File: config.mk
export PLATFORM = sky130hd
export DESIGN_NAME = sensor_frame_crc_checker_core
export DESIGN_NICKNAME = d
export VERILOG_FILES = /design/src/sfcrc_pkg.sv /design/src/sfcrc_crc_step.sv /design/src/sensor_frame_crc_checker_core.sv
export SDC_FILE = /design/constraint.sdc
export NUM_CORES = 1
export LEC_CHECK = 0
export BUFFER_PORTS_ARGS = -buffer_cell sky130_fd_sc_hd__buf_2
export CORE_MARGIN = 1
export CORE_UTILIZATION = 55
export CTS_BUF_LIST = sky130_fd_sc_hd__clkbuf_4 sky130_fd_sc_hd__clkbuf_8
export CTS_CLUSTER_DIAMETER = 40
export DETAILED_ROUTE_END_ITERATION = 8
export GPL_TIMING_DRIVEN = 0
export PLACE_DENSITY = 0.78
export SLEW_MARGIN = 20
export SYNTH_ARGS = -nofsm -noshare
export SYNTH_HDL_FRONTEND = slang
export SYNTH_HIERARCHICAL = 1
export SYNTH_SLANG_ARGS = --single-unit
File: constraint.sdc
create_clock -name aclk -period 10 [get_ports aclk]
set_input_delay 0.5 -clock aclk [delete_from_list [all_inputs] [get_ports aclk]]
set_output_delay 0.5 -clock aclk [all_outputs]
set_load 0.02 [all_outputs]
File: src/sfcrc_pkg.sv
// ----------------------------------------------------------------------------
// sfcrc_pkg
// shared widths, frame positions and crc constants for the sensor frame checker
// ----------------------------------------------------------------------------
`default_nettype none

package sfcrc_pkg;

    localparam int BYTE_W     = 8;
    localparam int WORD_W     = 16;
    localparam int POS_W      = 3;
    localparam int OUT_BITS   = 4 * WORD_W + 1;
    localparam int OUT_TDATA_W = ((OUT_BITS + 7) / 8) * 8;

    // number of leading frame bytes covered by the crc
    localparam logic [POS_W-1:0] CRC_BYTES = 3'd6;

    localparam logic [WORD_W-1:0] CRC_INIT = 16'hFFFF;
    localparam logic [WORD_W-1:0] CRC_POLY = 16'hA001;

    // byte positions inside the reply frame
    localparam logic [POS_W-1:0] POS_FIRST   = 3'd0;
    localparam logic [POS_W-1:0] POS_HUM_HI  = 3'd2;
    localparam logic [POS_W-1:0] POS_HUM_LO  = 3'd3;
    localparam logic [POS_W-1:0] POS_TEMP_HI = 3'd4;
    localparam logic [POS_W-1:0] POS_TEMP_LO = 3'd5;
    localparam logic [POS_W-1:0] POS_CRC_LO  = 3'd6;
    localparam logic [POS_W-1:0] POS_CRC_HI  = 3'd7;

    typedef logic [BYTE_W-1:0] byte_t;
    typedef logic [WORD_W-1:0] word_t;
    typedef logic [POS_W-1:0]  pos_t;

endpackage : sfcrc_pkg

`default_nettype wire

File: src/sfcrc_crc_step.sv
// ----------------------------------------------------------------------------
// sfcrc_crc_step
// one-byte update of the reflected crc-16 (poly 0xA001), all eight bit steps
// ----------------------------------------------------------------------------
`default_nettype none

module sfcrc_crc_step
    import sfcrc_pkg::*;
(
    input  word_t      acc_in,
    input  byte_t      data_in,
    input  logic       enable,
    output word_t      acc_out
);

    word_t acc_x;
    word_t stage [0:BYTE_W];

    always_comb begin
        acc_x    = acc_in ^ {{(WORD_W-BYTE_W){1'b0}}, data_in};
        stage[0] = acc_x;
        for (int k = 0; k < BYTE_W; k++) begin
            if (stage[k][0]) begin
                stage[k+1] = (stage[k] >> 1) ^ CRC_POLY;
            end else begin
                stage[k+1] = stage[k] >> 1;
            end
        end
        acc_out = enable ? stage[BYTE_W] : acc_in;
    end

endmodule : sfcrc_crc_step

`default_nettype wire

File: src/sensor_frame_crc_checker_core.sv
// ----------------------------------------------------------------------------
// sensor_frame_crc_checker_core
// frame checker for an eight-byte humidity/temperature sensor reply
// ----------------------------------------------------------------------------
// usage
//   s_ channel: one reply byte per word on s_tdata, s_tuser high on the first
//   byte of a frame. a marked byte always restarts the frame; unmarked bytes
//   continue at the current position, and after the eighth byte the position
//   wraps so the next byte is byte 0 whatever its mark.
//   m_ channel: one word per completed frame, issued on the eighth byte, with
//   humidity, temperature, received crc, computed crc and the match flag.
//   path: an accepted byte is held in the input register and then processed
//   into the result register, so m_tvalid rises once the eighth byte has
//   moved from the input register into the result register.
//   throughput: one byte per cycle while no eighth byte waits for the result
//   slot; the crc byte update is a single unrolled combinational step between the input and result registers.
//   reset: aresetn low (synchronous) empties both registers, sets the crc to
//   0xFFFF and the byte position to 0.
//   stall: while a result waits on m_tready the block keeps taking bytes;
//   only an eighth byte that finds the result register still full waits in
//   the input register, and s_tready drops until m_tready frees the slot.
// ----------------------------------------------------------------------------
`default_nettype none

module sensor_frame_crc_checker_core
    import sfcrc_pkg::*;
(
    input  logic                   aclk,
    input  logic                   aresetn,

    input  logic                   s_tvalid,
    output logic                   s_tready,
    input  logic [BYTE_W-1:0]      s_tdata,   // [7:0] data_byte
    input  logic                   s_tuser,   // [0] frame_start

    output logic                   m_tvalid,
    input  logic                   m_tready,
    // [15:0] humidity_raw, [31:16] temperature_raw, [47:32] crc_received,
    // [63:48] crc_computed, [64] crc_match, [71:65] zero
    output logic [OUT_TDATA_W-1:0] m_tdata
);

    // input register
    logic  in_valid_reg;
    byte_t in_byte_reg;
    logic  in_start_reg;

    // frame state
    word_t crc_reg,  crc_next;
    pos_t  pos_reg,  pos_next;
    word_t hum_reg,  hum_next;
    word_t temp_reg, temp_next;
    byte_t crc_lo_reg, crc_lo_next;

    // result register
    logic  out_valid_reg;
    word_t out_hum_reg, out_temp_reg, out_rx_reg, out_crc_reg;
    logic  out_match_reg;

    // effective position and crc after a possible restart mark
    pos_t  pos_cur;
    word_t crc_cur;
    word_t crc_upd;
    word_t crc_rx;
    logic  is_last;
    logic  advance;

    assign pos_cur = in_start_reg ? POS_FIRST : pos_reg;
    assign crc_cur = in_start_reg ? CRC_INIT : crc_reg;
    assign is_last = (pos_cur == POS_CRC_HI);
    assign crc_rx  = {in_byte_reg, crc_lo_reg};

    // an eighth byte needs a free result slot; every other byte moves on
    assign advance  = in_valid_reg && (!is_last || !out_valid_reg || m_tready);
    assign s_tready = !in_valid_reg || advance;

    sfcrc_crc_step u_crc_step (
        .acc_in  (crc_cur),
        .data_in (in_byte_reg),
        .enable  (pos_cur < CRC_BYTES),
        .acc_out (crc_upd)
    );

    // holds and position for the byte in the input register
    always_comb begin
        hum_next    = hum_reg;
        temp_next   = temp_reg;
        crc_lo_next = crc_lo_reg;
        case (pos_cur)
            POS_HUM_HI:  hum_next    = {in_byte_reg, {BYTE_W{1'b0}}};
            POS_HUM_LO:  hum_next    = {hum_reg[WORD_W-1:BYTE_W], in_byte_reg};
            POS_TEMP_HI: temp_next   = {in_byte_reg, {BYTE_W{1'b0}}};
            POS_TEMP_LO: temp_next   = {temp_reg[WORD_W-1:BYTE_W], in_byte_reg};
            POS_CRC_LO:  crc_lo_next = in_byte_reg;
            default:     ;
        endcase

        if (is_last) begin
            // frame done: wrap and rearm the crc
            pos_next = POS_FIRST;
            crc_next = CRC_INIT;
        end else begin
            pos_next = pos_cur + 3'd1;
            crc_next = crc_upd;
        end
    end

    // input register
    always_ff @(posedge aclk) begin
        if (!aresetn) begin
            in_valid_reg <= 1'b0;
        end else if (s_tready) begin
            in_valid_reg <= s_tvalid;
        end
        if (s_tready && s_tvalid) begin
            in_byte_reg  <= s_tdata;
            in_start_reg <= s_tuser;
        end
    end

    // frame state
    always_ff @(posedge aclk) begin
        if (!aresetn) begin
            crc_reg    <= CRC_INIT;
            pos_reg    <= POS_FIRST;
            hum_reg    <= '0;
            temp_reg   <= '0;
            crc_lo_reg <= '0;
        end else if (advance) begin
            crc_reg    <= crc_next;
            pos_reg    <= pos_next;
            hum_reg    <= hum_next;
            temp_reg   <= temp_next;
            crc_lo_reg <= crc_lo_next;
        end
    end

    // result register
    always_ff @(posedge aclk) begin
        if (!aresetn) begin
            out_valid_reg <= 1'b0;
        end else if (advance && is_last) begin
            out_valid_reg <= 1'b1;
        end else if (m_tready) begin
            out_valid_reg <= 1'b0;
        end
        if (advance && is_last) begin
            // the accumulator already holds the crc over the covered bytes
            out_hum_reg   <= hum_reg;
            out_temp_reg  <= temp_reg;
            out_rx_reg    <= crc_rx;
            out_crc_reg   <= crc_upd;
            out_match_reg <= (crc_upd == crc_rx);
        end
    end

    assign m_tvalid = out_valid_reg;
    assign m_tdata  = {{(OUT_TDATA_W-OUT_BITS){1'b0}}, out_match_reg, out_crc_reg,
                       out_rx_reg, out_temp_reg, out_hum_reg};

endmodule : sensor_frame_crc_checker_core

`default_nettype wire

Word-level counts from Yosys, hierarchy flattened --
Index checks and enable logic that the tools add are counted.
Word-level totals: register bits after elaboration 135, input port bits 13, output and inout bits 74, logic and storage cells 70
Cells by class: add/subtract/negate cells 1, order comparisons 1, equality and inequality tests 7, muxes and demuxes 17, bitwise gates (word level) 11, reduce and logical (&&, ||, !) cells 17
Operators with widths (number):
- 16-bit two-way mux | 11
- 16-bit one-hot mux with 2 select lines | 2
- 2-bit NOT with 3-bit output | 8
- 16-bit == test | 1
- 16-bit by 8-bit XOR with 16-bit output | 1
- 3-bit == test, second input constant | 4
- 3-bit by 2-bit == test with 1-bit output, second input constant | 2
- 3-bit two-way mux | 2
- 2-bit AND reduction | 3
- 3-bit AND reduction | 2
- 2-bit nonzero test | 3
- 3-bit by 1-bit adder with 3-bit output, second input constant | 1
- 1-bit logical AND | 3
- 1-bit logical NOT | 3
- 1-bit logical OR | 3
- 3-bit < comparator, second input constant | 1
- 1-bit two-way mux | 2
- 1-bit NOT | 2

Logic depth before layout (Yosys ltp) --
Gate-level depths: netlist of run 1.
depth in word-level cells 20, depth in mapped cells 11, mapped depth without buffers 9

Cells and area by module --
The synthesis of run 1 kept the hierarchy.
By module, submodules not included:
- sensor_frame_crc_checker_core | instances 1, cells each 352, area an instance 4869.7 µm², seq. area each 3443.3 µm²
- sfcrc_crc_step | instances 1, cells each 46, area an instance 402.9 µm², seq. area each 0.0 µm²

Worst setup path before layout of run 1 --
Ideal clock, no wire load.
path kind reg-to-reg, from reg in_start_reg, to reg out_crc_reg[0] (enable), setup time 430 ps, arrival time 2721 ps, data required time 9570 ps, path slack 6848 ps, stages on the path, launching flop included 7, path buffers 1, clock period less this slack 3152 ps, cells stage by stage edfxtp_1 buf_2 nand2b_1 inv_1 ha_1 ha_1 and3_1
On the way: longest elaborated chain between the ends 7
Ends and longest elaborated chain:
- from (decl) | line sensor_frame_crc_checker_core.sv:46 | logic in_start_reg;
- from (signal assigned) | line sensor_frame_crc_checker_core.sv:117 | in_start_reg <= s_tuser;
- 3-bit two-way mux * | line sensor_frame_crc_checker_core.sv:68 | assign pos_cur = in_start_reg ? POS_FIRST : pos_reg;
- 3-bit == test * | line sensor_frame_crc_checker_core.sv:70 | assign is_last = (pos_cur == POS_CRC_HI);
- 1-bit logical NOT | line sensor_frame_crc_checker_core.sv:74 | assign advance = in_valid_reg && (!is_last || !out_valid_reg || m_tready);
- 1-bit logical OR (2 in series) | line sensor_frame_crc_checker_core.sv:74
- 1-bit logical AND | line sensor_frame_crc_checker_core.sv:74
- 1-bit logical AND * | line sensor_frame_crc_checker_core.sv:147 | if (advance && is_last) begin
- to (signal assigned) | line sensor_frame_crc_checker_core.sv:152 | out_crc_reg <= crc_upd;
- to (decl) | line sensor_frame_crc_checker_core.sv:57 | word_t out_hum_reg, out_temp_reg, out_rx_reg, out_crc_reg;
Every way passes the cells marked *; elsewhere a longest branch is shown, timed or not. A chain may end at the register's enable or synchronous reset.

Final worst setup path of run 1 --
from reg in_start_reg, to reg out_match_reg, data pin
On the way: elaborated cells between the ends (all ways) 22, classes of those cells order compare: 1; eq/ne: 1; mux: 11; bitwise: 9
RTL lines:
- 16-bit two-way mux * | line sensor_frame_crc_checker_core.sv:69 | assign crc_cur = in_start_reg ? CRC_INIT : crc_reg;
- named net crc_cur[5] | line sensor_frame_crc_checker_core.sv:62 | word_t crc_cur;
- 16-bit by 8-bit XOR with 16-bit output * | line sfcrc_crc_step.sv:20 | acc_x = acc_in ^ {{(WORD_W-BYTE_W){1'b0}}, data_in};
- 16-bit two-way mux * (4 in series) | line sfcrc_crc_step.sv:23 | if (stage[k][0]) begin
- 2-bit NOT with 3-bit output (no line)
- 16-bit two-way mux * (4 in series) | line sfcrc_crc_step.sv:23
- 16-bit two-way mux * | line sfcrc_crc_step.sv:29 | acc_out = enable ? stage[BYTE_W] : acc_in;
- named net crc_upd[0] | line sensor_frame_crc_checker_core.sv:63 | word_t crc_upd;
- 16-bit == test * | line sensor_frame_crc_checker_core.sv:153 | out_match_reg <= (crc_upd == crc_rx);
- to (signal assigned) | line sensor_frame_crc_checker_core.sv:153
- to (decl) | line sensor_frame_crc_checker_core.sv:58 | logic out_match_reg;
The timed path passes the listed nets; every way through them passes the cells marked *.

==> results of run 1 <==
==> cell families (layout without fill, tap and decap cells) <==
kind of cell,after synthesis,count (layout)
xor+xnor,37,37
fa+ha+maj,6,6
flops,135,135
simple gates,107,107
mux,26,26
buf+inv,32,144
other cells,1,7
compound gates,54,54
==> area by class of cell <==
| class | count | area share [%] |
|---|---|---|
| sequential | 135 | 54.73 |
| clock inverter | 14 | 2.745 |
| timing repair buffer | 80 | 6.603 |
| buffer | 28 | 2.625 |
| clock buffer | 18 | 3.839 |
| inverter | 4 | 0.2387 |
| tap | 129 | 2.566 |
| multi-input combinational | 237 | 26.65 |
==> path summary, 6_finish.rpt <==
kind | endpoint | cells past startpoint | slack, ns | startpoint
setup / recovery | out_match_reg | 11 | 6.57 | in_start_reg
hold / removal | in_byte_reg[5] | 1 | 0.25 | s_tdata[5]
setup reg to reg | out_match_reg | 11 | 6.57 | in_start_reg
hold reg to reg | out_temp_reg[11] | 0 | 0.43 | temp_reg[11]
==> per-stage QoR <==
| step | setup WS [ns] | utilization [%] | hold slack (ns) | instance area [µm²] |
|---|---|---|---|---|
| global route | 6.320 | 67.76 | 0.2205 | 6291 |
| finish | 6.567 | 67.76 | 0.2457 | 6291 |
| detailed placement | 6.625 | 63.30 | 0.4156 | 5877 |
| floorplan | 6.848 | - | 0.4081 | 5295 |
| CTS | 6.569 | 67.76 | 0.2244 | 6291 |
| global placement | 6.149 | 63.03 | 0.4140 | 5852 |
==> synth_stat cells, drive strengths merged (2+ instances only) <==
cell type,n,area [µm²]
dfxtp,61,1221
nor2,9,33.78
edfxtp,74,2222
ha,6,75.07
nand4,4,25.02
nand2,53,198.9
mux2,9,105.1
nor2b,4,35.03
xnor2,34,312.8
o21ai,8,40.04
a21oi,7,35.03
and3,3,18.77
buf,17,123.9
nand3,8,40.04
a22o,16,140.1
mux2i,17,170.2
inv,4,15.01
nand2b,3,18.77
o22ai,16,100.1
clkbuf,11,41.29
or2,17,106.4
o211a,2,20.02
a21boi,3,33.78
==> where the power goes <==
part           internal, µW  switching, µW  total, µW  leakage, µW
sequential              596           13.0        609      0.00120
clock                   252            212        464     0.000213
combinational          61.0           64.5        126      0.00107
total                   909            289       1200      0.00248
==> worst register-to-register path: cells and delay by family (launching register included) <==
kind | cells | cell delay [ns]
and+or+nand+nor | 3 | 0.82
muxes | 1 | 0.29
xor gates and xnor gates | 5 | 1.30
buffers and inverters | 2 | 0.41
DFF | 1 | 0.39
==> metal layers <==
metal	part of all wire (%)	up-vias
met3	6.4	19
li1	-	1607
met1	45	1636
met4	1.9	0
met2	47	121
met5	0	-
==> results by group, run 1 <==
Global route
  – Vias in the first global route: 3343
  – Total grt overflow: 0
  – M3 GR Usage: 5.571%
  – Largest net degree at the start of global routing: 36
  – Grt peak-use layer: met2
  – GR Layer Usage met2: 36.60%
  – Met1 Track Usage GR: 29.50%
  – Total GRT Usage: 22.83%
  – Initial antenna violation count: 0
  – First-pass GRT wire length: 16.86 mm

Final layout
  – Most frequent cells in the layout: 85 x buf_2, 74 x edfxtp_1, 61 x dfxtp_1
  – Non-Filler Instances: 645
  – Final net count: 522
  – Register area: 0.003443 mm²
  – Synthesis-to-layout area growth: 19.32%
  – Diode count: 0
  – Share of layout cells above drive strength 1: 31.78%
  – Most common cell after layout, fill and taps aside: buf_2
  – Area of the multi-input gates: 0.001677 mm²
  – FILL cells: 673

CTS
  – Clock transition at path regs: 0.08 ns
  – H-tree levels: 4
  – Inserted Clock Buffers: 17
  – Post_cts resized: 0
  – Clk Latency, worst-skew pair: 0.43 ns
  – Hold_buf cts: 0
  – Root Buffer: clkbuf_8
  – Postcts setup bufs: 0
  – Longest Clk Path Bufs: 2
  – Clock net sink count: 135
  – CTS tree: yes

STA
  – Worst Skew: 0.01403 ns
  – Rel. slew slack: 61.05%
  – Fin. Hold Viols: 0
  – Final min period: 3.433 ns
  – Post-Route Setup TNS: 0 ns
  – Slew Viols, Final: 0
  – Final period util: 34.33%
  – Slew @ Worst Pin: 0.5843 ns
  – Max frequency: 291.3 MHz
  – RSZ-0062 raised after global routing: no
  – Final setup fails: 0

Drt
  – DR pass1 iterations: 4
  – Final WL: 10.63 mm
  – DRC violations left: 0
  – DR iter-0 viols: 168
  – Routed len/inst: 16.48 µm
  – Via count: 3383
  – Routed vias/inst: 5.245
  – Routed Antenna Nets: 0

Worst setup path
  – Worst Path Arrival: 3.64 ns
  – Worst path bufs/invs: 2
  – CP peak stage delay: 0.44 ns
  – Crit path capture type: register
  – Required time worst endpoint: 10.21 ns
  – Crit Path Class: reg2reg
  – CP Launch Type: register
  – CP Max Fanout: 10
  – Largest delay share family, worst path: XOR/XNOR gates
  – CP max stage cell: xnor3_2
  – Cell Chain, Critical Path: buf_2, clkbuf_1, or2_2, xnor2_1, xnor2_1, xnor3_2, xor3_1, mux2_4, xnor2_1, nand4_1, nor4_1
  – CP dominant cell by count: xnor2_1

Synth
  – Distinct cells, synth: 42
  – Adder-cell share of the synthesized area: 1.424%
  – Post-synthesis sequential area ratio: 65.31%
  – Largest family of logic cells by synthesized area: simple AND/OR/NAND/NOR gates
  – FFs w/ async S/R, synth: 0%
  – Proportion of synthesized area in mux cells: 5.221%
  – Simple-gate share of the synthesized area: 10.25%
  – Synth Warn #: 6
  – XOR/XNOR share of the synthesized area: 7.000%
  – Compound-Gate Fraction of Synth Area: 7.309%
  – Post-synth EDFFs: 74
  – Cell area after synthesis: 0.005273 mm²
  – Most used DFF post-synth: edfxtp_1
  – Mapped Avg Cell Area: 13.25 µm²
  – Cells after Synth: 398
  – Yosys reg bits: 135

Placement
  – Gpl congestion: 0.9043
  – PortBufs: 79
  – Dpl hpwl: 7.078 mm
  – Placed Cells: 613

Run status
  – Status: completed

Floorplanning
  – Initial cell density of the core: 56.79%
  – Die Height: 99.91 µm
  – Die Wd: 99.91 µm
  – Die area: 0.009982 mm²
  – Number of I/O pins: 87
  – Core area: 0.009284 mm²
  – Row count: 35

Run
  – Number of max-cap violations: 0

Pwr
  – Pleak: 0.002481 µW
  – P per Cell Area: 190.5 mW/mm²
  – Worst vdd ir: 0.08958 mV
  – Power Total: 1198 µW

Min path
  – Hold Crit Class: in2reg
Power figures use the tool's default switching activity.
==> run 2: changes to the inputs <==
- ABC_AREA: not set -> 1
- PLACE_DENSITY: 0.78 -> 0.77
- clock period: 10 -> 3.3 ns (I/O delays scaled with it)
==> results by group, run 2 <==
Drt
  – DR iter-0 viols: 284
  – DRC violations left: 0
  – DR pass1 iterations: 4
  – Final WL: 12.28 mm
  – Routed len/inst: 14.15 µm
  – Routed Antenna Nets: 0
  – Via count: 4368
  – Routed vias/inst: 5.032

Worst setup path
  – Crit path from: in_start_reg
  – Worst Path Arrival: 3.18 ns
  – CP Max Fanout: 10
  – RR Startpoint: in_start_reg
  – Required time worst endpoint: 3.60 ns
  – Crit Path Class: reg2reg
  – Crit path capture type: register
  – CP Launch Type: register

Pwr
  – Pleak: 0.003010 µW
  – P per Cell Area: 511.4 mW/mm²
  – Worst vdd ir: 0.3610 mV

Synth
  – Cells after Synth: 608
  – Simple-gate share of the synthesized area: 24.51%
  – Mapped Avg Cell Area: 9.429 µm²
  – Synth area leader: edfxtp_1
  – FFs w/ async S/R, synth: 0%
  – Post-synth EDFFs: 74
  – Proportion of synthesized area in mux cells: 0%
  – Top-area cell type share of the netlist area: 38.76%
  – Yosys reg bits: 135
  – Post-synthesis sequential area ratio: 60.06%
  – Synth Warn #: 6
  – XOR/XNOR share of the synthesized area: 2.139%
  – Compound-Gate Fraction of Synth Area: 5.194%
  – Cell area after synthesis: 0.005733 mm²
  – Largest family of logic cells by synthesized area: simple AND/OR/NAND/NOR gates
  – Most used DFF post-synth: edfxtp_1
  – Distinct cells, synth: 30
  – Top cells by count, synth: 201 x nand2_1, 74 x edfxtp_1, 61 x dfxtp_1
  – Top cells by area, synth: edfxtp_1 39%, dfxtp_1 21%, nand2_1 13%, inv_1 3.0%, nor2_1 2.9%
  – Most instantiated library cell after synthesis: nand2_1
  – Adder-cell share of the synthesized area: 1.309%

Final layout
  – Non-Filler Instances: 868
  – Synthesis-to-layout area growth: 19.07%
  – Most frequent cells in the layout: 201 x nand2_1, 84 x buf_2, 74 x edfxtp_1
  – Diode count: 0
  – Final net count: 741
  – FILL cells: 784
  – Most common cell after layout, fill and taps aside: nand2_1
  – Area of the multi-input gates: 0.001927 mm²
  – Fin area: 0.006827 mm²
  – Share of layout cells above drive strength 1: 25.03%
  – Register area: 0.003443 mm²

STA
  – Max frequency: 347.5 MHz
  – Rel. slew slack: 55.99%
  – Slew @ Worst Pin: 0.6532 ns
  – Fin. Hold Viols: 0
  – RSZ-0062 raised after global routing: no
  – Final min period: 2.877 ns
  – Final setup fails: 0
  – Final period util: 87.19%
  – Slew Viols, Final: 0
  – Worst Skew: 0.01182 ns

Placement
  – DP Area: 0.006335 mm²
  – Placed Cells: 826
  – PortBufs: 78
  – Dpl hpwl: 8.426 mm
  – Gpl congestion: 0.8675

Min path
  – Hold Crit Class: in2reg
  – Critical hold path startpoint: aresetn

CTS
  – Longest Clk Path Bufs: 2
  – Clock net sink count: 135
  – Clk Latency, worst-skew pair: 0.44 ns
  – Clock transition at path regs: 0.08 ns
  – Root Buffer: clkbuf_8
  – Inserted Clock Buffers: 17
  – H-tree levels: 4
  – CTS tree: yes

Floorplanning
  – Number of I/O pins: 87
  – Initial cell density of the core: 57.59%
  – Row count: 36
  – Die area: 0.01084 mm²
  – Die Height: 104.1 µm
  – Core area: 0.009955 mm²
  – Die Wd: 104.1 µm

Global route
  – Total GRT Usage: 24.00%
  – Largest net degree at the start of global routing: 35
  – First-pass GRT wire length: 20.12 mm
  – Initial antenna violation count: 0
  – Total grt overflow: 0
  – Vias in the first global route: 4270

Run
  – Number of max-cap violations: 0

Run status
  – Status: completed
-- run 2: cell count changes after synthesis, sizes merged, moves of 6 or more --
| cell | change |
|---|---|
| xnor2 | -21 |
| a21oi | +13 |
| mux2 | -9 |
| nand2 | +156 |
| nor2 | +57 |
| a22o | -16 |
| inv | +45 |
| mux2i | -17 |
| a31oi | +6 |
| nand3 | +20 |
-- run 2: timing repair --
item,in CTS,in global routing
endpoints found under the hold margin,10,0
hold buffers,10,0
buffers inserted,0,0
resized for setup,0,0
-- run 2: report_power, final --
group          internal (µW)  switching [µW]
Sequential              1800            40.4
Clock                    702             624
Combinational            118             210
Total                   2620             874
-- run 2: worst max-delay path, cell delays in order (launching register included) --
cell and delay (ns):
edfxtp_1 0.36, buf_4 0.20, clkbuf_1 0.20, or2_2 0.34, inv_1 0.09, nand2_1 0.05, nand2_1 0.16, nand2_1 0.07
nand2_1 0.09, nand2_1 0.09, nand2_1 0.08, nand2_2 0.07, nand2_2 0.09, nand2_2 0.05, nand3_2 0.06, o21ai_0 0.20
inv_1 0.10, nand2_1 0.05, nand2_1 0.07, nand2_1 0.05, nor2_1 0.10, nand2_1 0.06, nor2_1 0.09
-- run 2: cell type report --
class,count,share of cell area [%]
clock buffer,19,3.831
multi-input combinational,401,28.23
timing repair buffer,89,7.478
inverter,50,2.786
buffer,28,2.896
sequential,135,50.44
clock inverter,13,1.906
tap,133,2.438
-- run 2: path summary, 6_finish.rpt --
kind | to | slack (ns) | cells after the start
worst max-delay path | out_match_reg | 0.42 | 22
worst min-delay path | temp_reg[8] | 0.05 | 3
worst max register to register | out_match_reg | 0.42 | 22
worst min register to register | out_hum_reg[15] | 0.43 | 0
-- run 2: cells by family (layout without fill, tap and decap cells) --
kind of cell / Yosys count / count (layout)
buffers and inverters: 78 / 199
other: 1 / 7
AOI/OAI and AO/OA: 54 / 54
DFF: 135 / 135
xor gates and xnor gates: 14 / 14
and+or+nand+nor: 320 / 320
adders and majority gates: 6 / 6
-- run 2: routing by layer --
metal / vias to the layer above / global-route usage, % / wire (µm)
li1: 2176 / - / -
met1: 2004 / 29.71 / 5330
met2: 154 / 38.67 / 5774
met3: 34 / 5.451 / 733
met4: 0 / 13.88 / 442
met5: - / 0 / 0
-- run 2: stage by stage --
step	setup TNS, ns	total power (µW)	hold slack, ns	worst slack (ns)	util [%]
floorplan	0	2098	0.2639	0.1532	-
global placement	-29.13	2174	0.3412	-0.4514	63.41
detailed placement	0	2186	0.3431	0.4901	63.64
CTS	0	3494	0.03694	0.4528	68.58
global route	0	3623	0.06481	0.06017	68.58
finish	0	3491	0.04776	0.4226	68.58
==> run 3: changes to the inputs <==
- CORE_UTILIZATION: 55 -> 40
- PLACE_DENSITY: 0.77 -> not set
- clock period: 3.3 -> 3.1 ns (I/O delays scaled with it)
==> results by group, run 3 (synthesized netlist as in run 2, its figures left out) <==
STA
  – RSZ-0062 raised after global routing: yes
  – Hold slack final: 0.05592 ns
  – Final min period: 2.863 ns
  – Slew Viols, Final: 0
  – Max frequency: 349.3 MHz
  – Final period util: 92.36%
  – Fin. Hold Viols: 0
  – Final setup fails: 0
  – Rel. slew slack: 44.89%
  – Final WS setup: 0.2369 ns
  – Post-Route Setup TNS: 0 ns
  – Worst Skew: 0.009989 ns
  – Slew @ Worst Pin: 0.8180 ns

Placement
  – PortBufs: 78
  – Dpl hpwl: 9.102 mm
  – Placed Cells: 873
  – Place WS: 0.08252 ns
  – Gpl congestion: 0.8896

Worst setup path
  – Required time worst endpoint: 3.29 ns
  – CP Max Fanout: 39
  – CP peak stage delay: 0.40 ns
  – Cell Chain, Critical Path: buf_4, nor2_1, ha_1, ha_1, nand2_1, nor2_1, nor2_4, nand2_1, clkinvlp_4, buf_12
  – R2R setup slack: 0.24 ns
  – Worst path bufs/invs: 3
  – Crit Path Class: reg2reg
  – Worst Path Arrival: 3.05 ns
  – CP Launch Type: register
  – Crit path capture type: register
  – Largest delay share family, worst path: buffers and inverters
  – CP max stage cell: clkinvlp_4

Drt
  – Routed vias/inst: 4.699
  – Routed len/inst: 14.19 µm
  – Final WL: 13.00 mm
  – Routed Antenna Nets: 0
  – DRC violations left: 0
  – DR pass1 iterations: 5
  – Via count: 4304
  – DR iter-0 viols: 325

CTS
  – Clk Latency, worst-skew pair: 0.45 ns
  – Clock net sink count: 135
  – Postcts setup bufs: 0
  – Longest Clk Path Bufs: 2
  – Root Buffer: clkbuf_8
  – CTS tree: yes
  – H-tree levels: 4
  – Clock transition at path regs: 0.07 ns
  – Inserted Clock Buffers: 17

Final layout
  – Non-Filler Instances: 916
  – Synthesis-to-layout area growth: 19.38%
  – Diode count: 0
  – Final net count: 742
  – Most frequent cells in the layout: 200 x nand2_1, 85 x buf_2, 74 x edfxtp_1
  – Share of layout cells above drive strength 1: 25.27%
  – Most common cell after layout, fill and taps aside: nand2_1

Pwr
  – Sw Share: 25.15%
  – Power Total: 3559 µW
  – Pleak: 0.002999 µW
  – Seq pwr share: 54.9%
  – Comb pwr share: 10.1%
  – P per Cell Area: 520.0 mW/mm²
  – Pint: 2664 µW
  – Sw power: 895.1 µW
  – Clk network pwr share: 35.0%
  – Worst vdd ir: 0.2192 mV

Global route
  – Vias in the first global route: 4187
  – Total GRT Usage: 18.83%
  – Largest net degree at the start of global routing: 40
  – First-pass GRT wire length: 20.76 mm
  – Initial antenna violation count: 0
  – Total grt overflow: 0

Floorplanning
  – Die Wd: 121.7 µm
  – Number of I/O pins: 87
  – Core area: 0.01393 mm²
  – Row count: 43
  – Die Height: 121.7 µm
  – Die area: 0.01482 mm²
  – Initial cell density of the core: 41.14%

Run
  – Number of max-cap violations: 0

Run status
  – Status: completed

Min path
  – Hold Crit Class: in2reg
-- run 3: changes by cell type in the layout (fill, tap and decap cells not counted), moves of 2 or more --
cell,delta
bufinv_16,-2
clkbuf_4,+7
o21ai_0,-2
clkinvlp_4,-2
clkinv_1,+2
-- run 3: cell type report --
cell class / count / area, µm²
multi-input combinational: 401 / 1933
inverter: 50 / 191.4
clock buffer: 25 / 300.3
buffer: 28 / 198.9
timing repair buffer: 89 / 510.5
fill: 1327 / 7091
clock inverter: 7 / 33.78
tap: 180 / 225.2
timing repair inverter: 1 / 7.507
sequential: 135 / 3443
-- run 3: per-layer routing --
layer	routed length, µm	global-route usage [%]
met5	0	0
met4	293	7.716
met3	701	5.618
met2	6219	30.15
met1	5780	23.70
-- run 3: path summary, 6_finish.rpt --
path,cells after the start,startpoint,end
worst max-delay path,10,in_start_reg,out_rx_reg[0]
worst min-delay path,3,aresetn,temp_reg[8]
worst max register to register,10,in_start_reg,out_rx_reg[0]
worst min register to register,0,hum_reg[3],out_hum_reg[3]
-- run 3: stage by stage --
step | util (%) | cell area [µm²]
after floorplan | - | 5759
after global placement | 45.75 | 6375
after detailed placement | 45.89 | 6395
after CTS | 49.01 | 6829
after global routing | 49.12 | 6844
final | 49.12 | 6844
-- run 3: power groups by stage --
| stage | Clock (µW) | Sequential [µW] | Combinational, µW |
|---|---|---|---|
| after floorplan | 0 | 1970 | 260 |
| final | 1240 | 1950 | 359 |
| after global routing | 1360 | 1960 | 402 |
| after CTS | 1290 | 1950 | 352 |
| after detailed placement | 0 | 1990 | 341 |
| after global placement | 0 | 1990 | 335 |
-- run 3: worst reg2reg max path, stage by stage (launching register included) --
cell        delay [ns]
edfxtp_1          0.38
buf_4             0.20
nor2_1            0.23
ha_1              0.23
ha_1              0.23
nand2_1           0.07
nor2_1            0.21
nor2_4            0.10
nand2_1           0.20
clkinvlp_4        0.40
buf_12            0.32
-- run 3: what timing repair did --
item | 4_1_cts | 5_1_grt
gates resized for setup | 0 | 8
endpoints found under the setup margin | 0 | 40
hold buffers | 10 | 0
endpoints found under the hold margin | 10 | 0
